===== src/design/gcbi_pkg.sv =====
`default_nettype none

package gcbi_pkg;

    localparam int GRID_POINTS = 64;
    localparam int SATELLITES  = 64;

    localparam int SLOT_W     = $clog2(GRID_POINTS);
    localparam int SCAN_W     = $clog2(GRID_POINTS + 1);
    localparam int IONO_DEPTH = GRID_POINTS * SATELLITES;
    localparam int IONO_AW    = $clog2(IONO_DEPTH);

    localparam int MAC_A_W = 42;
    localparam int MAC_B_W = 18;

    // 180/pi * 2^24 split as HI * 2^15 + LO
    localparam logic signed [MAC_B_W-1:0] DEG_HI = 18'sd29335;
    localparam logic signed [MAC_B_W-1:0] DEG_LO = 18'sd14389;

    localparam logic [16:0] Q16_ONE = 17'h10000;

    typedef enum logic [1:0] {
        OP_LOAD_POINT = 2'd0,
        OP_LOAD_IONO  = 2'd1,
        OP_QUERY      = 2'd2,
        OP_NONE       = 2'd3
    } op_t;

    localparam logic [1:0] ST_OK      = 2'd0;
    localparam logic [1:0] ST_OUTSIDE = 2'd1;
    localparam logic [1:0] ST_MISSING = 2'd2;

    localparam logic [1:0] CFG_CELL_HEIGHT  = 2'd0;
    localparam logic [1:0] CFG_CELL_WIDTH   = 2'd1;
    localparam logic [1:0] CFG_STEPS_ACROSS = 2'd2;

    typedef enum logic [3:0] {
        S_CLEAR,
        S_IDLE,
        S_CONV,
        S_SCAN_TL,
        S_SCAN_NB,
        S_FRAC,
        S_DIV,
        S_READ,
        S_BLEND,
        S_OUT
    } state_t;

    typedef struct packed {
        logic acc_en;
        logic clr;
        logic shl;
    } mac_ctl_t;

endpackage

`default_nettype wire


===== src/design/gcbi_mac.sv =====
`default_nettype none

module gcbi_mac import gcbi_pkg::*; (
    input  wire logic                      clk,
    input  wire logic signed [MAC_A_W-1:0] a,
    input  wire logic signed [MAC_B_W-1:0] b,
    input  wire mac_ctl_t                  ctl,
    output logic signed [MAC_A_W-1:0]      acc,
    output logic signed [31:0]             rnd
);

    logic signed [MAC_A_W+MAC_B_W-1:0] prod_reg;
    logic signed [63:0]                acc_reg;
    logic signed [63:0]                acc_next;
    logic signed [63:0]                addend;
    logic signed [63:0]                rounded;

    always_comb
    begin
        addend = ctl.shl ? (64'(prod_reg) <<< 15) : 64'(prod_reg);
        acc_next = acc_reg;
        if (ctl.acc_en)
        begin
            acc_next = (ctl.clr ? 64'sd0 : acc_reg) + addend;
        end
    end

    always_ff @(posedge clk)
    begin
        prod_reg <= a * b;
        acc_reg  <= acc_next;
    end

    // floor((acc + 2^31) / 2^32)
    assign rounded = acc_reg + 64'sd2147483648;
    assign rnd     = rounded[63:32];
    assign acc     = acc_reg[MAC_A_W-1:0];

endmodule

`default_nettype wire


===== config.mk =====
export PLATFORM = sky130hd
export DESIGN_NAME = gcbi_mac
export DESIGN_NICKNAME = d
export VERILOG_FILES = /design/src/design/gcbi_pkg.sv /design/src/design/gcbi_mac.sv
export SDC_FILE = /design/constraint.sdc
export NUM_CORES = 2
export LEC_CHECK = 0
export BUFFER_PORTS_ARGS = -buffer_cell sky130_fd_sc_hd__buf_2
export CAP_MARGIN = 20
export CORE_MARGIN = 3
export CORE_UTILIZATION = 38
export CTS_BUF_LIST = sky130_fd_sc_hd__clkbuf_4
export CTS_CLUSTER_SIZE = 14
export DETAILED_ROUTE_END_ITERATION = 8
export GPL_TIMING_DRIVEN = 0
export HOLD_SLACK_MARGIN = 0.02
export PLACE_DENSITY = 0.6
export SLEW_MARGIN = 10
export SYNTH_ARGS = -nofsm -noshare
export SYNTH_HDL_FRONTEND = slang
export SYNTH_SLANG_ARGS = --single-unit

===== constraint.sdc =====
create_clock -name clk -period 7 [get_ports clk]
set_input_delay 1.05 -clock clk [delete_from_list [all_inputs] [get_ports clk]]
set_output_delay 1.05 -clock clk [all_outputs]
set_load 0.02 [all_outputs]

==> run_results.csv <==
group,metric,value,unit
outcome,status,"completed",
sta,slew_viol_final,0,
logic_synthesis,synth_area_leaders,"fa_1, inv_1, ha_1, nand2_1, edfxtp_1",
logic_synthesis,seq_area_frac_synth,9.095,%
sta,min_period,6.914,ns
sta,period_share,98.78,%
sta,tightest_slew,0.6809,ns
critical_path,cp-end-kind,"flip-flop",
clock_network,clock_path_buffers,2,
layout,final_core_util,44.28,%
critical_path,slowest_delay,0.63,ns
layout,n_fill_cell,8793,
critical_path,required,7.47,ns
grt,grt_max_degree,57,
clock_network,insertion_delay,0.57,ns
sta,skew,0.02316,ns
critical_path,cp_max_fo,10,
placement,routabilityCongestion,0.9963,
sta,maxSlewHeadroom,54.61,%
critical_path,cp_slowest_cell,"fa_2",
critical_path,path_class,"input pin to flip-flop",
grt,antenna_found_initial,4,
layout,largest_reg_flops,64,
clock_network,cts_tree,"done",
floorplanning,ios,138,
logic_synthesis,yosys_register_bits,124,
layout,drive_gt1_share,13.56,%
sta,setup_violations,0,
floorplanning,start_util,38.56,%
logic_synthesis,synth_edf_count,64,
grt,grt_usage,23.57,%
logic_synthesis,syn_inst,3920,
placement,dp_hpwl,91750,µm
route,post_drt_wl_per_cell,20.97,µm
worst_hold_path,hold_path_class,"flip-flop to flip-flop",
floorplanning,die_h,306.6,µm
logic_synthesis,synth.distinct_cells,77,
sta,hold_viol,0,
route,drc,0,
clock_network,clock-sinks,124,
logic_synthesis,syn_area,34340,µm²
critical_path,cp_num_buf_inv,7,
clock_network,cts.clk_slew.worst_paths,0.12,ns
logic_synthesis,syn-num-nets,4903,
critical_path,worstPathArrival,7.39,ns
logic_synthesis,synth_top_area_share,41.63,%
critical_path,start_kind,"input pin",
route,drt.antenna.violating_nets,0,
route,vias,26735,
route,drt_iter0_drc,2283,
flow_run,max_cap_viol_count,0,
floorplanning,core,89060,µm²
clock_network,cts_max_level,4,
grt,grt_pass1_wl,167800,µm
logic_synthesis,yosysTopAreaCell,"fa_1",
logic_synthesis,syn_area_per_cell,8.759,µm²
clock_network,cts_made_buffers,17,
critical_path,cp_common_cell,"fa_1",
sta,fmax,144.6,MHz
logic_synthesis,yosysWarnings,0,
layout,mostFrequentLayoutCells,"inv_1, fa_1, nand2_1, and2_1, ha_1",
route,viasPerCell,5.056,
critical_path,path_delay_family,"adder cells",
logic_synthesis,ys_async_sr_fraction,0,%
layout,final_common_cell,"inv_1",
grt,grt-ovfl-total,0,
placement,io_buffers,107,
floorplanning,die-area,94000,µm²
layout,syn_to_final_growth,14.85,%
grt,grt_pass1_vias,27662,
logic_synthesis,synth_ff_type,"edfxtp_1",
floorplanning,die_w,306.6,µm
clock_network,cts_hold_buf,0,
layout,nets,5091,
floorplanning,num_rows,109,
route,drtPass1Iterations,5,
sta,rsz0062_at_grt,"true",
clock_network,cts_root_buf,"clkbuf_4",
route,routed_wl,110900,µm
sta,tns,0,ns
## final timing paths
path	start	to	slack [ns]	cells past startpoint
max	a[10]	prod_reg[55]	0.09	25
min reg2reg	acc_reg[0]	acc_reg[0]	0.80	2
max reg2reg	prod_reg[0]	acc_reg[62]	2.86	14
min	acc_reg[0]	acc_reg[0]	0.80	2
## Yosys cell counts, drive strengths merged (16+ instances only)
cell / number
dfxtp: 60
xor2: 44
o21bai: 16
nand3: 43
and2: 222
o21ai: 60
a31oi: 19
fa: 714
nand2b: 24
nor2: 112
ha: 205
nor2b: 94
nand2: 602
nor3: 19
a21oi: 130
a21o: 64
nand4: 21
buf: 50
and3: 18
inv: 862
clkbuf: 188
edfxtp: 64
mux2: 45
xnor2: 104
o21a: 17
## cell type report
cell class	instances	area [µm²]	share of cell area [%]
antenna	2	5.005	0.01269
buffer	228	2462	6.244
clock buffer	18	135.1	0.3427
clock inverter	14	108.9	0.2760
inverter	863	3252	8.246
multi-input combinational	2695	27430	69.57
sequential	124	3123	7.919
tap	1165	1458	3.696
timing repair buffer	179	1458	3.696
## tightest hold or removal path, stage by stage, from the launching register on
cell and delay [ns]:
edfxtp_1 0.40, nor2b_1 0.16, ha_1 0.15
## through the flow
step | instances | setup WS [ns] | area, µm² | hold slack [ns]
2_1_floorplan | 3920 | -0.006818 | 34530 | 0.6319
3_3_place_gp | 5192 | -2.056 | 36530 | 0.7512
4_1_cts | 5224 | -0.08551 | 37860 | 0.7575
6_report | 5288 | 0.08568 | 39440 | 0.7959
3_5_place_dp | 5193 | -2.074 | 36560 | 0.7681
5_1_grt | 5287 | -0.04014 | 39430 | 0.7644
## cells by family (layout without fill, tap and decap cells)
family,after synthesis,in the layout,synth area share [%]
and+or+nand+nor,1193,1193,16.49
buffers and inverters,1101,1302,12.52
adders and majority gates,919,919,49.10
AOI/OAI and AO/OA,389,389,7.510
xor gates and xnor gates,148,148,3.775
DFF,124,124,9.095
muxes,46,46,1.505
other,0,2,0
## metal layers
layer | routed length (µm) | vias to the layer above | part of all wire, % | track usage (%)
li1 | - | 12171 | - | -
met5 | 13 | - | 0.012 | 0
met3 | 8725 | 194 | 7.9 | 4.180
met1 | 47020 | 13291 | 42 | 32.11
met2 | 50170 | 1077 | 45 | 37.94
met4 | 4969 | 2 | 4.5 | 8.325
## what timing repair did
action,4_1_cts,5_1_grt
cloned,0,7
pin swaps,10,65
resized for setup,289,349
endpoints found under the setup margin,36,17
setup buffers,6,58
Power is left out: the tool's default activity adds up to more than one toggle a clock period on the data nets, which glitch-free logic cannot reach.
