**src/design/gcbi_ram.sv**
```systemverilog
`default_nettype none

module gcbi_ram #(
    parameter int WIDTH = 8,
    parameter int DEPTH = 16,
    localparam int AW = $clog2(DEPTH)
) (
    input  wire logic             clk,
    input  wire logic             we,
    input  wire logic [AW-1:0]    waddr,
    input  wire logic [WIDTH-1:0] wdata,
    input  wire logic [AW-1:0]    raddr,
    output logic [WIDTH-1:0]      rdata
);

    logic [WIDTH-1:0] mem [DEPTH];

    always_ff @(posedge clk)
    begin
        if (we)
        begin
            mem[waddr] <= wdata;
        end
        rdata <= mem[raddr];
    end

endmodule

`default_nettype wire

```
**config.mk**
```make
export PLATFORM = sky130hd
export DESIGN_NAME = gcbi_ram
export DESIGN_NICKNAME = d
export VERILOG_FILES = /design/src/design/gcbi_ram.sv
export SDC_FILE = /design/constraint.sdc
export NUM_CORES = 1
export LEC_CHECK = 0
export BUFFER_PORTS_ARGS = -buffer_cell sky130_fd_sc_hd__clkbuf_2
export CAP_MARGIN = 30
export CORE_AREA = 3 3 107 150
export DETAILED_ROUTE_END_ITERATION = 8
export DIE_AREA = 0 0 110 153
export GPL_TIMING_DRIVEN = 0
export HOLD_SLACK_MARGIN = 0.02
export RECOVER_POWER = 50
export SLEW_MARGIN = 20
export SYNTH_ARGS = -nofsm -noshare
export SYNTH_HDL_FRONTEND = slang
export SYNTH_SLANG_ARGS = --single-unit
```
**constraint.sdc**
```tcl
create_clock -name clk -period 4.98 [get_ports clk]
set_input_delay 0.747 -clock clk [delete_from_list [all_inputs] [get_ports clk]]
set_output_delay 0.747 -clock clk [all_outputs]
set_load 0.005 [all_outputs]
```
==> metrics.csv, run 1 <==
stage;metric;value;unit
status;status;completed;
pwr;Reg power frac;49.2;%
critical_path;worst setup path end;mem[2][5]$_DFFE_PP_;
critical_path;Startpoint Class;primary input;
sta;Final setup viols;0;
cts;clk buf depth;2;
routing;Antenna Nets Post-Route;0;
layout;fraction of layout instances using a drive strength above 1;25.6;%
sta;Hold WS;0.676;ns
cts;number of hold buffers added after cts;0;
sta;top achievable clock speed;508;MHz
critical_path;crit path from;waddr[2];
logic_synthesis;Synth Cell Area;5150;um^2
layout;fin area;6090;um^2
logic_synthesis;largest cells by area after synthesis;edfxtp_1, mux4_2, mux4_1, dfxtp_1, a22oi_1;
grt;initial antenna violation count;0;
floorplanning;die area;16800;um^2
critical_path;Reg-to-Reg End;rdata[0]$_DFF_P_;
sta;post-layout min period;1.97;ns
routing;WL final;9.99;mm
placement;Detailed Place HPWL;6.49;mm
cts;clock root cell;clkbuf_16;
sta;Hold Fails Final Rpt;0;
placement;Final GP Congestion;0.850;
logic_synthesis;Synth area leader;edfxtp_1;
sta;Slew HR;42.2;%
logic_synthesis;Post-synth top cells;edfxtp_1, mux4_2, a22oi_1;
logic_synthesis;Synth Warn #;0;
cts;CTS resizes;0;
sta;Worst-Margin Slew;0.864;ns
routing;DRC;0;
grt;wire length of the first global-routing pass;15.1;mm
critical_path;Critical Path RT;5.02;ns
pwr;combinational power share;4.6;%
layout;Final nets;290;
critical_path;CP Max Fanout;8;
grt;largest net degree at the start of global routing;17;
logic_synthesis;register area share after synthesis;77.8;%
pwr;power per cell area;430;nW/um^2
cts;Inserted Clock Buffers;17;
routing;vias per cell;4.98;
routing;via count;2374;
critical_path;FF-to-FF setup slack;3.54;ns
logic_synthesis;Syn Nets;247;
logic_synthesis;most frequent cell after synthesis;edfxtp_1;
run;max-cap check violation count;0;
floorplanning;row cnt;53;
sta;Slew Limit Fails;0;
hold_path;worst hold-check path type;reg -> reg;
logic_synthesis;Netlist cell types;19;
critical_path;critical path capture point type;flop;
logic_synthesis;Syn Inst Count;229;
logic_synthesis;Yosys top cell area share;74.7;%
hold_path;Hold Path Cell Cnt;3;
pwr;Sw Ratio;21.0;%
floorplanning;Die Ht;153;um
cts;Reg clk slew, reported paths;0.06;ns
pwr;Max VDD drop;0.229;mV
logic_synthesis;synthesized area per cell;22.5;um^2
pwr;Switch Pwr;550;uW
critical_path;CP Class;in -> reg;
floorplanning;die width;110;um
grt;gr usage total;12.8;%
grt;total grt overflow;0;
cts;# H-tree levels;4;
cts;worst skew pair latency;0.41;ns
cts;Post-CTS Setup Repair Bufs;0;
logic_synthesis;Async SR Flop Fraction;0;%
placement;Post-DP Area;5530;um^2
sta;skew final;0.00865;ns
logic_synthesis;Post-synth EDFFs;128;
grt;vias in the first global route;2523;
layout;area of the multi-input gates;1080;um^2
layout;register area;4000;um^2
sta;Fin Setup TNS;0;ns
routing;wire length per cell;20.9;um
sta;post-route clock period utilization;39.5;%
critical_path;reg2reg start;mem[1][0]$_DFFE_PP_;
logic_synthesis;#FFs+latches synth;136;
critical_path;WP data arrival;2.00;ns
layout;fillers;1314;
pwr;LEAKAGE;1.97;nW
floorplanning;core area;14900;um^2
logic_synthesis;dominant synthesized flop cell;edfxtp_1;
layout;Area Overhead vs Synth;18.2;%
cts;clock sink total;136;
cts;CTS tree;done;
critical_path;worst r2r path cells;3;
routing;drt pass-1 iters;4;
floorplanning;Top-Level Pins;26;
floorplanning;Starting Density;34.5;%
routing;Starting DRT DRC Count;215;
pwr;internal power component;2.07;mW
placement;Port Buf Inserts;24;
layout;antenna cells;0;
pwr;Clk network pwr share;46.2;%
sta;RSZ-0062 raised after global routing;false;
==> sequential cells by signal (all words and copies together), names as in the netlist <==
signal,count
mem,128
rdata,8
==> layout by cell type, fill, tap and decap left out <==
cell type / n
nor2_1: 13
buf_6: 3
inv_6: 3
clkbuf_16: 17
nor2b_1: 1
clkinvlp_4: 5
clkbuf_2: 8
dfxtp_1: 8
and2b_1: 1
mux4_2: 18
nor3_2: 4
or3b_2: 1
nand3b_1: 2
edfxtp_1: 128
buf_4: 1
nand2_1: 9
nand3_1: 1
clkbuf_1: 15
clkdlybuf4s25_2: 3
clkinv_2: 4
mux4_1: 14
a22oi_1: 16
buf_1: 1
clkinv_4: 1
and2_1: 1
nand2b_1: 2
buf_2: 3
bufinv_16: 2
==> power by group through the flow <==
stage                     Sequential (mW)  Clock, mW  Combinational [mW]
after detailed placement             1.31          0               0.125
after global placement               1.31          0               0.121
after floorplan                      1.31          0              0.0650
after global routing                 1.29       1.28               0.131
final                                1.29       1.21               0.120
after CTS                            1.29       1.22               0.125
==> how the worst min path moves through the flow <==
stage,start,end
floorplan,mem[7][0]$_DFFE_PP_,rdata[0]$_DFF_P_
CTS,mem[14][0]$_DFFE_PP_,rdata[0]$_DFF_P_
detailed placement,mem[14][0]$_DFFE_PP_,rdata[0]$_DFF_P_
global route,mem[14][0]$_DFFE_PP_,rdata[0]$_DFF_P_
finish,mem[14][0]$_DFFE_PP_,rdata[0]$_DFF_P_
global placement,mem[15][0]$_DFFE_PP_,rdata[0]$_DFF_P_
==> worst max-delay path: stages <==
cell,delay (ns)
clkbuf_2,0.10
or3b_2,0.53
nor2_1,0.62
==> per-stage QoR <==
step | cells | total power [mW] | setup slack [ns] | utilization, %
6_report | 477 | 2.62 | 3.01 | 40.8
5_1_grt | 477 | 2.70 | 2.93 | 40.8
4_1_cts | 477 | 2.63 | 3.00 | 40.9
3_5_place_dp | 445 | 1.44 | 2.57 | 37.0
3_3_place_gp | 445 | 1.43 | 2.15 | 36.9
2_1_floorplan | 229 | 1.37 | 2.74 | -
==> per-layer routing <==
metal	GRT usage (%)	wire, um
met5	0	0
met4	5.76	307
met3	3.51	506
met2	20.3	5180
met1	16.2	4000
==> area by class of cell <==
| type | instances | area share (%) |
|---|---|---|
| buffer | 10 | 1.42 |
| clock buffer | 17 | 6.99 |
| clock inverter | 15 | 2.51 |
| multi-input combinational | 83 | 17.7 |
| sequential | 136 | 65.8 |
| tap | 192 | 3.95 |
| timing repair buffer | 24 | 1.64 |
==> kinds of logic (layout without fill, tap and decap cells) <==
kind of cell | Yosys count | in the layout | synth area share [%]
AND/OR/NAND/NOR | 35 | 35 | 3.18
AO/OA/AOI/OAI | 16 | 16 | 2.33
buffers and inverters | 10 | 66 | 1.68
multiplexers | 32 | 32 | 15.0
flip-flops | 136 | 136 | 77.8
Note: power is estimated with default switching activity, not from simulation.
==> inputs of run 2 (changes only) <==
--- a/config.mk
+++ b/config.mk
@@ -5,11 +5,12 @@
 export SDC_FILE = /design/constraint.sdc
 export NUM_CORES = 1
 export LEC_CHECK = 0
+export ABC_AREA = 1
 export BUFFER_PORTS_ARGS = -buffer_cell sky130_fd_sc_hd__clkbuf_2
 export CAP_MARGIN = 30
-export CORE_AREA = 3 3 107 150
+export CORE_AREA = 3 3 113 158
 export DETAILED_ROUTE_END_ITERATION = 8
-export DIE_AREA = 0 0 110 153
+export DIE_AREA = 0 0 116 161
 export GPL_TIMING_DRIVEN = 0
 export HOLD_SLACK_MARGIN = 0.02
 export RECOVER_POWER = 50
==> constraint.sdc (replaced) <==
create_clock -name clk -period 2 [get_ports clk]
set_input_delay 0.3 -clock clk [delete_from_list [all_inputs] [get_ports clk]]
set_output_delay 0.3 -clock clk [all_outputs]
set_load 0.005 [all_outputs]
==> run 2 against run 1 <==
Compared with the run above: first-iteration DRC count up 4.7%; count of clock-buffer cells in the layout unchanged; via count up 62%; critical path depth up 5; die area up 11%; combinational power rose to 3.4 times the previous value; power rose to 2.6 times the previous value; sequential power up 150%; clock skew up 0.0028 ns; cell area up 11%; sequential cell count unchanged; critical endpoint is now rdata[5]$_DFF_P_; largest power group is now the clock network.
==> metrics.csv, run 2 <==
stage;metric;value;unit;change
sta;RSZ-0062 raised after global routing;false;;
logic_synthesis;Syn Inst Count;551;;+140%
critical_path;Critical Path RT;2.31;ns;-2.71 ns
pwr;LEAKAGE;2.87;nW;+46%
critical_path;Startpoint Class;primary input;;
floorplanning;core area;16700;um^2;+12%
cts;worst skew pair latency;0.42;ns;about the same
critical_path;CP Class;in -> reg;;
placement;Final GP Congestion;1.04;;+22%
sta;post-layout min period;1.52;ns;
routing;wire length per cell;17.3;um;-17%
routing;WL final;14.0;mm;+40%
layout;fraction of layout instances using a drive strength above 1;10.8;%;-15 points
cts;Post-CTS Setup Repair Bufs;0;;unchanged
logic_synthesis;largest cells by area after synthesis;edfxtp_1, nand2_1, nand3_1, inv_1, dfxtp_1;;
logic_synthesis;register area share after synthesis;69.4;%;-8.4 points
layout;number of flip-flops in the largest register;128;;unchanged
floorplanning;Starting Density;34.6;%;+0.082 points
logic_synthesis;most frequent cell after synthesis;nand2_1;;
pwr;power per cell area;1020;nW/um^2;+140%
logic_synthesis;Post-synth top cells;nand2_1, edfxtp_1, inv_1;;
run;max-cap check violation count;0;;unchanged
routing;drt pass-1 iters;5;;+1
sta;Fin Setup TNS;0;ns;unchanged
placement;Port Buf Inserts;22;;-8.3%
layout;commonest non-fill, non-tap cells in the layout;nand2_1, edfxtp_1, inv_1, nand3_1;;
cts;number of hold buffers added after cts;0;;unchanged
logic_synthesis;Syn Nets;569;;+130%
cts;CTS tree;done;;
pwr;Max VDD drop;0.462;mV;+100%
layout;most flop-heavy register;mem;;
routing;vias per cell;4.77;;-4.1%
grt;largest net degree at the start of global routing;17;;unchanged
sta;Hold Fails Final Rpt;0;;unchanged
logic_synthesis;Synth Warn #;0;;unchanged
logic_synthesis;dominant synthesized flop cell;edfxtp_1;;
floorplanning;Top-Level Pins;26;;unchanged
layout;Non-Filler Instances;807;;+69%
logic_synthesis;Synth Cell Area;5770;um^2;+12%
cts;# H-tree levels;4;;unchanged
layout;commonest non-fill, non-tap cell in the layout;nand2_1;;
layout;Area Overhead vs Synth;16.9;%;
routing;Starting DRT DRC Count;225;;+4.7%
routing;via count;3850;;+62%
grt;wire length of the first global-routing pass;21.3;mm;+41%
sta;Slew Limit Fails;0;;unchanged
grt;total grt overflow;0;;unchanged
sta;Slew HR;35.9;%;-6.3 points
grt;vias in the first global route;3840;;+52%
layout;Final nets;610;;+110%
logic_synthesis;Simple-Gate Fraction of Synth Area;21.0;%;+18 points
cts;clock sink total;136;;unchanged
critical_path;CP Max Fanout;10;;+2
logic_synthesis;Netlist cell types;12;;-7
critical_path;critical path capture point type;flop;;
sta;Worst-Margin Slew;0.962;ns;+0.0981 ns
sta;post-route clock period utilization;76.1;%;
logic_synthesis;largest family of logic cells by synthesized area;simple AND/OR/NAND/NOR gates;;
layout;Final Util;40.4;%;-0.37 points
logic_synthesis;synthesized area per cell;10.5;um^2;-53%
logic_synthesis;#FFs+latches synth;136;;unchanged
sta;Final setup viols;0;;unchanged
cts;Inserted Clock Buffers;17;;unchanged
cts;clock root cell;clkbuf_16;;
sta;top achievable clock speed;657;MHz;
cts;clk buf depth;2;;unchanged
logic_synthesis;Synth Area in XOR/XNOR;0;%;unchanged
routing;Antenna Nets Post-Route;0;;unchanged
logic_synthesis;Synth area leader;edfxtp_1;;
placement;dpl cells;776;;+74%
grt;initial antenna violation count;0;;unchanged
sta;skew final;0.0114;ns;+0.00278 ns
logic_synthesis;compound-cell area share of the yosys netlist;0;%;-2.3 points
logic_synthesis;Synth Area in Adders;0;%;unchanged
critical_path;WP data arrival;1.83;ns;-0.17 ns
cts;Reg clk slew, reported paths;0.06;ns;about the same
logic_synthesis;Async SR Flop Fraction;0;%;unchanged
layout;fillers;1579;;+20%
hold_path;worst hold-check path type;in -> reg;;
floorplanning;die area;18700;um^2;+11%
cts;CTS resizes;0;;unchanged
floorplanning;row cnt;56;;+5.7%
status;status;completed;;
logic_synthesis;multiplexer share of the synthesized area;0;%;-15 points
floorplanning;die width;116;um;+5.5%
pwr;total power;6.89;mW;+160%
layout;biggest regs;mem: 128 flops, rdata: 8 flops;;
routing;DRC;0;;unchanged
grt;gr usage total;15.6;%;+2.8 points
floorplanning;Die Ht;161;um;+5.2%
logic_synthesis;Yosys top cell area share;66.7;%;-8.0 points
layout;antenna cells;0;;unchanged
logic_synthesis;Post-synth EDFFs;128;;unchanged
placement;Detailed Place HPWL;9.59;mm;+48%
run 2: cell types whose count changed in the layout (fill, tap and decap cells not counted), moves of 14 or more:
cell / change
mux4_1: -14
a22oi_1: -16
nand2_1: +164
nand3_1: +96
mux4_2: -18
inv_1: +101
run 2: worst max-delay path, stage by stage:
cell,delay [ns]
clkbuf_2,0.09
inv_1,0.27
clkbuf_1,0.53
nand2_1,0.10
nand3_1,0.10
nand3_1,0.15
nand3_1,0.20
nand2_1,0.07
run 2: cell type report:
cell class / count / area, um^2 / area share (%)
buffer: 24 / 165 / 2.45
clock buffer: 17 / 425 / 6.31
clock inverter: 14 / 199 / 2.95
inverter: 102 / 383 / 5.68
multi-input combinational: 289 / 1210 / 18.0
sequential: 136 / 4000 / 59.4
tap: 203 / 254 / 3.77
timing repair buffer: 22 / 96.3 / 1.43
run 2: cell families (layout without fill, tap and decap cells):
family                 Yosys count  after routing
buffers and inverters          126            179
flip-flops                     136            136
AND/OR/NAND/NOR                289            289
run 2: final timing paths:
check / start / to / slack (ns) / cells after the start
hold reg to reg: mem[10][6]$_DFFE_PP_ / rdata[6]$_DFF_P_ / 0.66 / 6
setup reg to reg: mem[6][5]$_DFFE_PP_ / rdata[5]$_DFF_P_ / 0.90 / 6
hold / removal: raddr[3] / rdata[6]$_DFF_P_ / 0.32 / 3
setup / recovery: raddr[0] / rdata[5]$_DFF_P_ / 0.48 / 8
run 2: power breakdown:
part	switching [mW]	internal [mW]
logic	0.291	0.118
registers	0.0162	3.19
clock network	1.19	2.09
run 2: through the flow:
stage / area (um^2) / hold WS, ns / setup WS [ns]
2_1_floorplan: 5770 / 0.399 / 0.749
3_3_place_gp: 6130 / 0.653 / 0.268
3_5_place_dp: 6130 / 0.648 / 0.168
4_1_cts: 6760 / 0.316 / 0.601
5_1_grt: 6740 / 0.373 / 0.374
6_report: 6740 / 0.319 / 0.478
run 2: layer usage:
layer | up-vias | routed length, um | GRT usage (%)
met2 | 130 | 6960 | 25.7
li1 | 1856 | - | -
met3 | 42 | 612 | 2.32
met5 | - | 0 | 0
met1 | 1822 | 5690 | 19.0
met4 | 0 | 737 | 9.50
