## src/design/gcbi_pkg.sv

```systemverilog
`default_nettype none

package gcbi_pkg;

    localparam int GRID_POINTS = 64;
    localparam int SATELLITES  = 64;

    localparam int SLOT_W     = $clog2(GRID_POINTS);
    localparam int SCAN_W     = $clog2(GRID_POINTS + 1);
    localparam int IONO_DEPTH = GRID_POINTS * SATELLITES;
    localparam int IONO_AW    = $clog2(IONO_DEPTH);

    localparam int MAC_A_W = 42;
    localparam int MAC_B_W = 18;

    // 180/pi * 2^24 split as HI * 2^15 + LO
    localparam logic signed [MAC_B_W-1:0] DEG_HI = 18'sd29335;
    localparam logic signed [MAC_B_W-1:0] DEG_LO = 18'sd14389;

    localparam logic [16:0] Q16_ONE = 17'h10000;

    typedef enum logic [1:0] {
        OP_LOAD_POINT = 2'd0,
        OP_LOAD_IONO  = 2'd1,
        OP_QUERY      = 2'd2,
        OP_NONE       = 2'd3
    } op_t;

    localparam logic [1:0] ST_OK      = 2'd0;
    localparam logic [1:0] ST_OUTSIDE = 2'd1;
    localparam logic [1:0] ST_MISSING = 2'd2;

    localparam logic [1:0] CFG_CELL_HEIGHT  = 2'd0;
    localparam logic [1:0] CFG_CELL_WIDTH   = 2'd1;
    localparam logic [1:0] CFG_STEPS_ACROSS = 2'd2;

    typedef enum logic [3:0] {
        S_CLEAR,
        S_IDLE,
        S_CONV,
        S_SCAN_TL,
        S_SCAN_NB,
        S_FRAC,
        S_DIV,
        S_READ,
        S_BLEND,
        S_OUT
    } state_t;

    typedef struct packed {
        logic acc_en;
        logic clr;
        logic shl;
    } mac_ctl_t;

endpackage

`default_nettype wire

```

## src/design/gcbi_div.sv

```systemverilog
`default_nettype none

module gcbi_div import gcbi_pkg::*; (
    input  wire logic        clk,
    input  wire logic        rst_n,
    input  wire logic        start,
    input  wire logic [30:0] num,
    input  wire logic [30:0] den,
    output logic             done,
    output logic [16:0]      quot
);

    // round(num*65536/den) for num < den: (num*2^17 + den) / (2*den)
    logic [4:0]  cnt_reg, cnt_next;
    logic        done_reg, done_next;
    logic [31:0] rem_reg, rem_next;
    logic [16:0] lo_reg, lo_next;
    logic [31:0] dvs_reg, dvs_next;
    logic [16:0] q_reg, q_next;
    logic [47:0] big;
    logic [32:0] trial;
    logic [32:0] diff;

    always_comb
    begin
        big   = {num, 17'b0} + {17'b0, den};
        trial = {rem_reg, lo_reg[16]};
        diff  = trial - {1'b0, dvs_reg};
        cnt_next  = cnt_reg;
        done_next = 1'b0;
        rem_next  = rem_reg;
        lo_next   = lo_reg;
        dvs_next  = dvs_reg;
        q_next    = q_reg;
        if (start)
        begin
            rem_next = {1'b0, big[47:17]};
            lo_next  = big[16:0];
            dvs_next = {den, 1'b0};
            cnt_next = 5'd17;
        end
        else if (cnt_reg != 5'd0)
        begin
            if (!diff[32])
            begin
                rem_next = diff[31:0];
                q_next   = {q_reg[15:0], 1'b1};
            end
            else
            begin
                rem_next = trial[31:0];
                q_next   = {q_reg[15:0], 1'b0};
            end
            lo_next  = {lo_reg[15:0], 1'b0};
            cnt_next = cnt_reg - 5'd1;
            done_next = (cnt_reg == 5'd1);
        end
    end

    always_ff @(posedge clk or negedge rst_n)
    begin
        if (!rst_n)
        begin
            cnt_reg  <= '0;
            done_reg <= 1'b0;
        end
        else
        begin
            cnt_reg  <= cnt_next;
            done_reg <= done_next;
        end
    end

    always_ff @(posedge clk)
    begin
        rem_reg <= rem_next;
        lo_reg  <= lo_next;
        dvs_reg <= dvs_next;
        q_reg   <= q_next;
    end

    assign done = done_reg;
    assign quot = q_reg;

endmodule

`default_nettype wire

```

## config.mk

```make
export PLATFORM = sky130hd
export DESIGN_NAME = gcbi_div
export DESIGN_NICKNAME = d
export VERILOG_FILES = /design/src/design/gcbi_pkg.sv /design/src/design/gcbi_div.sv
export SDC_FILE = /design/constraint.sdc
export NUM_CORES = 1
export LEC_CHECK = 0
export BUFFER_PORTS_ARGS = -buffer_cell sky130_fd_sc_hd__buf_2
export CORE_ASPECT_RATIO = 1.25
export CORE_MARGIN = 5
export CORE_UTILIZATION = 60
export CTS_BUF_LIST = sky130_fd_sc_hd__clkbuf_16
export DETAILED_ROUTE_END_ITERATION = 10
export PLACE_DENSITY = 0.82
export RECOVER_POWER = 100
export SYNTH_ARGS = -nofsm -noshare
export SYNTH_HDL_FRONTEND = slang
export SYNTH_SLANG_ARGS = --single-unit
```

## constraint.sdc

```tcl
create_clock -name clk -period 3.5 [get_ports clk]
set_clock_uncertainty 0.2 [all_clocks]
set_input_delay 0.7 -clock clk [delete_from_list [all_inputs] [get_ports clk]]
set_output_delay 0.7 -clock clk [all_outputs]
set_load 0.1 [all_outputs]
```

==> flow_summary.html <==
<table>
<tr><th>Metric</th><th>Value</th></tr>
<tr><th colspan="2">Worst setup path</th></tr>
<tr><td>Critical Path Max Stage Delay</td><td>~430 ps</td></tr>
<tr><td>Crit path capture type</td><td>flip-flop</td></tr>
<tr><td>Maximum fanout along the worst path</td><td>7</td></tr>
<tr><td>Type of the worst setup path</td><td>reg2reg</td></tr>
<tr><td>Internal reg-to-reg setup slack</td><td>about 100 ps</td></tr>
<tr><td>Cells traversed along the worst timing path</td><td>inv_1 -&gt; ha_1 -&gt; nand3_4 -&gt; nor4_4 -&gt; o211ai_2 -&gt; a21oi_2 -&gt; nor3_1 -&gt; a211o_2 -&gt; buf_4 -&gt; buf_4 -&gt; mux2i_1 -&gt; mux2i_1</td></tr>
<tr><td>Slowest library cell on the worst path</td><td>sky130_fd_sc_hd__ha_1</td></tr>
<tr><td>Worst reg2reg endpoint</td><td>rem_reg[20]</td></tr>
<tr><td>Number of cells on the worst reg-to-reg path</td><td>12</td></tr>
<tr><td>Crit Reg-Reg Startpoint</td><td>dvs_reg[22]</td></tr>
<tr><td>Critical path arrival</td><td>3300 ps</td></tr>
<tr><td>Startpoint class of the critical path</td><td>flip-flop</td></tr>
<tr><td>Cell family contributing the most delay on the critical path</td><td>compound AO/OA/AOI/OAI gates</td></tr>
<tr><td>Worst endpoint required time</td><td>approximately 3400 ps</td></tr>
<tr><td>Number of buffers and inverters on the critical path</td><td>3</td></tr>
<tr><th colspan="2">Floorplan</th></tr>
<tr><td>Std-Cell Core Area</td><td>11,620 um^2</td></tr>
<tr><td>Ports placed on the boundary</td><td>slightly above 80</td></tr>
<tr><td>Die Ht</td><td>~130 um</td></tr>
<tr><td>Rows</td><td>44</td></tr>
<tr><td>Die X-Extent</td><td>between 100 and 150 um</td></tr>
<tr><td>Effective utilization at floorplan</td><td>between 60% and 70%</td></tr>
<tr><td>Overall die area</td><td>14,170 um^2</td></tr>
<tr><th colspan="2">Power and ir drop</th></tr>
<tr><td>Pwr dens</td><td>between 800 and 900 nW/um^2</td></tr>
<tr><td>Fraction of power spent switching nets</td><td>a little over two fifths</td></tr>
<tr><td>Leak</td><td>between 3 and 4 nW</td></tr>
<tr><td>Clock power share</td><td>around 14%</td></tr>
<tr><td>Internal power</td><td>3.758 mW</td></tr>
<tr><td>Part of the total power dissipated in combinational logic</td><td>56.7%</td></tr>
<tr><td>Sequential Power Share</td><td>roughly 29%</td></tr>
<tr><td>Peak ir drop on the vdd network</td><td>approximately 0.00046 V</td></tr>
<tr><td>Switching Power</td><td>about 2.8 mW</td></tr>
<tr><th colspan="2">Clocking</th></tr>
<tr><td>Master cell of the clock root buffer</td><td>sky130_fd_sc_hd__clkbuf_16</td></tr>
<tr><td>Clock latency reported for the late side of the worst-skew pair</td><td>360 ps</td></tr>
<tr><td>Worst-case clock buffer depth</td><td>2</td></tr>
<tr><td>Clock tree from TritonCTS</td><td>done</td></tr>
<tr><td>CTS Sinks</td><td>approximately 100</td></tr>
<tr><td>CTS H-tree depth</td><td>3</td></tr>
<tr><td>Clock transition at the register clock pins on the worst setup and hold paths after CTS</td><td>70 ps</td></tr>
<tr><td>Number of buffers inserted during clock tree synthesis</td><td>9</td></tr>
<tr><th colspan="2">Detailed routing</th></tr>
<tr><td>Drt drc</td><td>0</td></tr>
<tr><td>Antenna Violating Nets Remaining</td><td>0</td></tr>
<tr><td>WL per Instance</td><td>between 15 and 20 um</td></tr>
<tr><td>Detailed-route via count</td><td>just under 6,000</td></tr>
<tr><td>Aggregate routed wire length</td><td>roughly 18 mm</td></tr>
<tr><td>Count of routing violations after the opening detailed-route iteration</td><td>around 320</td></tr>
<tr><td>Router iterations before antenna repair</td><td>5</td></tr>
<tr><td>DR vias/cell</td><td>between 6 and 7</td></tr>
<tr><th colspan="2">GRT</th></tr>
<tr><td>First-pass GRT wire length</td><td>roughly 28 mm</td></tr>
<tr><td>Antenna violations before repair</td><td>0</td></tr>
<tr><td>Via count of the first global-routing pass</td><td>5,763</td></tr>
<tr><td>Pin count of the biggest net entering global routing</td><td>49</td></tr>
<tr><td>Final global-route overflow total</td><td>0</td></tr>
<tr><td>GRT Resource Usage Total</td><td>~25%</td></tr>
<tr><th colspan="2">STA</th></tr>
<tr><td>Final critical-path required period</td><td>around 3400 ps</td></tr>
<tr><td>Final number of max-transition violations</td><td>34</td></tr>
<tr><td>Tightest hold margin</td><td>251.4 ps</td></tr>
<tr><td>F_max</td><td>294.5 MHz</td></tr>
<tr><td>Min setup slack post-route</td><td>roughly 100 ps</td></tr>
<tr><td>RSZ-0062 raised after global routing</td><td>false</td></tr>
<tr><td>Slew of the pin with the lowest slew margin</td><td>between 1500 and 2000 ps</td></tr>
<tr><td>Tcrit/Tclk final</td><td>a little over nine tenths</td></tr>
<tr><td># setup viols final</td><td>0</td></tr>
<tr><td>Relative slew slack</td><td>-10.42%</td></tr>
<tr><td>Hold violation total from the final report</td><td>0</td></tr>
<tr><th colspan="2">Synth</th></tr>
<tr><td>Number of synthesized register bits</td><td>103</td></tr>
<tr><td>Distinct cells, synth</td><td>72</td></tr>
<tr><td>Dominant cell type by area after synthesis</td><td>sky130_fd_sc_hd__edfxtp_1</td></tr>
<tr><td>Area contributors post-synth</td><td>sky130_fd_sc_hd__edfxtp_1, sky130_fd_sc_hd__ha_1, sky130_fd_sc_hd__mux2i_1</td></tr>
<tr><td>Avg Synthesized Cell Area</td><td>about 10 um^2</td></tr>
<tr><td>Total nets after synthesis</td><td>approximately 800</td></tr>
<tr><td>Count of flip-flops with a built-in enable after synthesis</td><td>between 90 and 100</td></tr>
<tr><td>Commonest cells post-synth</td><td>sky130_fd_sc_hd__edfxtp_1, sky130_fd_sc_hd__inv_1, sky130_fd_sc_hd__ha_1</td></tr>
<tr><td>Synth Flop Type</td><td>sky130_fd_sc_hd__edfxtp_1</td></tr>
<tr><td>Most numerous cell in the Yosys netlist</td><td>sky130_fd_sc_hd__edfxtp_1</td></tr>
<tr><td>Fraction of registers with async set or reset after synthesis</td><td>5.825%</td></tr>
<tr><td>Share of the synthesized area in the top cell type</td><td>about 40%</td></tr>
<tr><td>Share of synthesized area occupied by flip-flops and latches</td><td>~43%</td></tr>
<tr><td>Syn. warnings</td><td>0</td></tr>
<tr><td>Netlist Area Pre-Place</td><td>7128 um^2</td></tr>
<tr><td>Number of instances in the synthesized netlist</td><td>about 690</td></tr>
<tr><th colspan="2">Finish</th></tr>
<tr><td>N_diodes</td><td>0</td></tr>
<tr><td>Area delta synth-&gt;final</td><td>13.62%</td></tr>
<tr><td>Proportion of layout cells with a drive suffix above 1</td><td>between 10% and 20%</td></tr>
<tr><td>Number of filler cells placed in the layout</td><td>about 900</td></tr>
<tr><td>Flip-flop count of the largest register, all copies and words added</td><td>32</td></tr>
<tr><td>Net total in the final layout</td><td>911</td></tr>
<tr><th colspan="2">Worst hold path</th></tr>
<tr><td>Number of cells traversed by the worst hold path</td><td>0</td></tr>
<tr><td>Destination of the worst hold path</td><td>quot[7]</td></tr>
<tr><td>Hold_sp</td><td>quot[6]</td></tr>
<tr><td>Worst hold-check path type</td><td>reg2reg</td></tr>
<tr><th colspan="2">Placed design</th></tr>
<tr><td>Post-placement setup slack</td><td>-129.8 ps</td></tr>
<tr><td>Routability cong.</td><td>~0.9</td></tr>
<tr><td>HPWL after DPL</td><td>between 10 and 15 mm</td></tr>
<tr><td>Quantity of I/O buffers inserted on ports</td><td>82</td></tr>
<tr><th colspan="2">Run status</th></tr>
<tr><td>Outcome</td><td>finished with violations</td></tr>
<tr><td>Failing checks</td><td>capacitance limit, slew limit</td></tr>
<tr><th colspan="2">Run</th></tr>
<tr><td>Number of violations of the max-capacitance limit</td><td>1</td></tr>
</table>
==> stage by stage <==
stage | TNS [ps] | instance area (um^2) | instances | utilization [%] | power [mW]
after global placement | 0 | 7863 | 945 | 67.69 | 5.373
after global routing | 0 | 8099 | 962 | 69.72 | 6.963
after floorplan | 0 | 7128 | 691 | - | 4.651
after CTS | 0 | 8147 | 962 | 70.13 | 6.482
after detailed placement | -350.1 | 7863 | 945 | 67.69 | 5.504
final | 0 | 8099 | 962 | 69.72 | 6.553
==> power by group through the flow <==
| stage | clock network, mW | registers (mW) | logic (mW) |
|---|---|---|---|
| 3_5_place_dp | 0 | 1.91 | 3.60 |
| 3_3_place_gp | 0 | 1.89 | 3.48 |
| 2_1_floorplan | 0 | 2.04 | 2.61 |
| 4_1_cts | 0.968 | 1.88 | 3.63 |
| 6_report | 0.951 | 1.88 | 3.72 |
| 5_1_grt | 1.02 | 1.92 | 4.03 |
==> worst register-to-register path, delay by kind of cell, from the launching register on <==
| family | cells | cell delay [ps] |
|---|---|---|
| fa+ha+maj | 1 | 430 |
| flops | 1 | 360 |
| buf+inv | 3 | 400 |
| mux | 2 | 320 |
| compound gates | 3 | 830 |
| simple gates | 3 | 590 |
==> worst max-delay path by stage <==
| stage | start | end | slack [ps] | depth (start not counted) |
|---|---|---|---|---|
| finish | dvs_reg[22] | rem_reg[20] | 100 | 12 |
| global route | dvs_reg[22] | rem_reg[20] | 10 | 12 |
| CTS | rem_reg[19] | rem_reg[20] | 50 | 11 |
| detailed placement | den[17] | rem_reg[30] | -130 | 12 |
| global placement | den[17] | rem_reg[30] | 30 | 12 |
| floorplan | num[0] | rem_reg[30] | 140 | 12 |
==> logic make-up (layout without fill, tap and decap cells) <==
logic type                 after synthesis  after routing  share of synthesized area [%]
and+or+nand+nor                        192            192                          13.94
AOI/OAI and AO/OA                      164            164                          15.60
DFF                                    103            103                          42.83
buffers and inverters                   81            191                          4.932
muxes                                   55             55                          8.057
adders and majority gates               50             50                          8.987
xor gates and xnor gates                46             46                          5.652
==> cell type report <==
class	count	area [um^2]	share of cell area [%]
clock buffer	9	225.2	2.781
clock inverter	7	48.80	0.6025
inverter	59	221.5	2.734
multi-input combinational	507	3747	46.27
sequential	103	3053	37.70
tap	161	201.4	2.487
timing repair buffer	116	601.8	7.431
==> cell usage in the layout (no fill, tap or decap), types with 6 or more instances in the layout <==
master / instances
sky130_fd_sc_hd__buf_2: 43
sky130_fd_sc_hd__mux2_2: 18
sky130_fd_sc_hd__mux2i_1: 36
sky130_fd_sc_hd__ha_1: 45
sky130_fd_sc_hd__clkbuf_1: 44
sky130_fd_sc_hd__a21o_1: 15
sky130_fd_sc_hd__nor2b_1: 6
sky130_fd_sc_hd__xnor2_1: 39
sky130_fd_sc_hd__edfxtp_1: 96
sky130_fd_sc_hd__dfrtp_1: 6
sky130_fd_sc_hd__clkbuf_16: 9
sky130_fd_sc_hd__nor4_1: 11
sky130_fd_sc_hd__xor2_1: 7
sky130_fd_sc_hd__a21oi_1: 46
sky130_fd_sc_hd__o21a_1: 10
sky130_fd_sc_hd__and3_1: 9
sky130_fd_sc_hd__nor2_1: 47
sky130_fd_sc_hd__nand4_1: 7
sky130_fd_sc_hd__buf_4: 26
sky130_fd_sc_hd__nand3_1: 16
sky130_fd_sc_hd__a211oi_1: 7
sky130_fd_sc_hd__nor3_1: 13
sky130_fd_sc_hd__nand2b_1: 10
sky130_fd_sc_hd__o21ai_0: 28
sky130_fd_sc_hd__inv_1: 59
sky130_fd_sc_hd__nand2_1: 42
==> routing by layer <==
layer | GRT usage (%) | wire length, um | vias up | share of wire, %
li1 | - | - | 2763 | -
met1 | 29.90 | 7084 | 2799 | 40
met4 | 13.19 | 713 | 0 | 4.1
met3 | 3.283 | 743 | 43 | 4.2
met2 | 43.36 | 9006 | 186 | 51
met5 | 0 | 0 | - | 0
==> repair_timing <==
action,in CTS,in global routing
hold endpoints to repair,6,0
gates resized for setup,0,11
endpoints found under the setup margin,0,20
hold buffers,1,0
buffers inserted,0,0
Power figures use the tool's default switching activity.
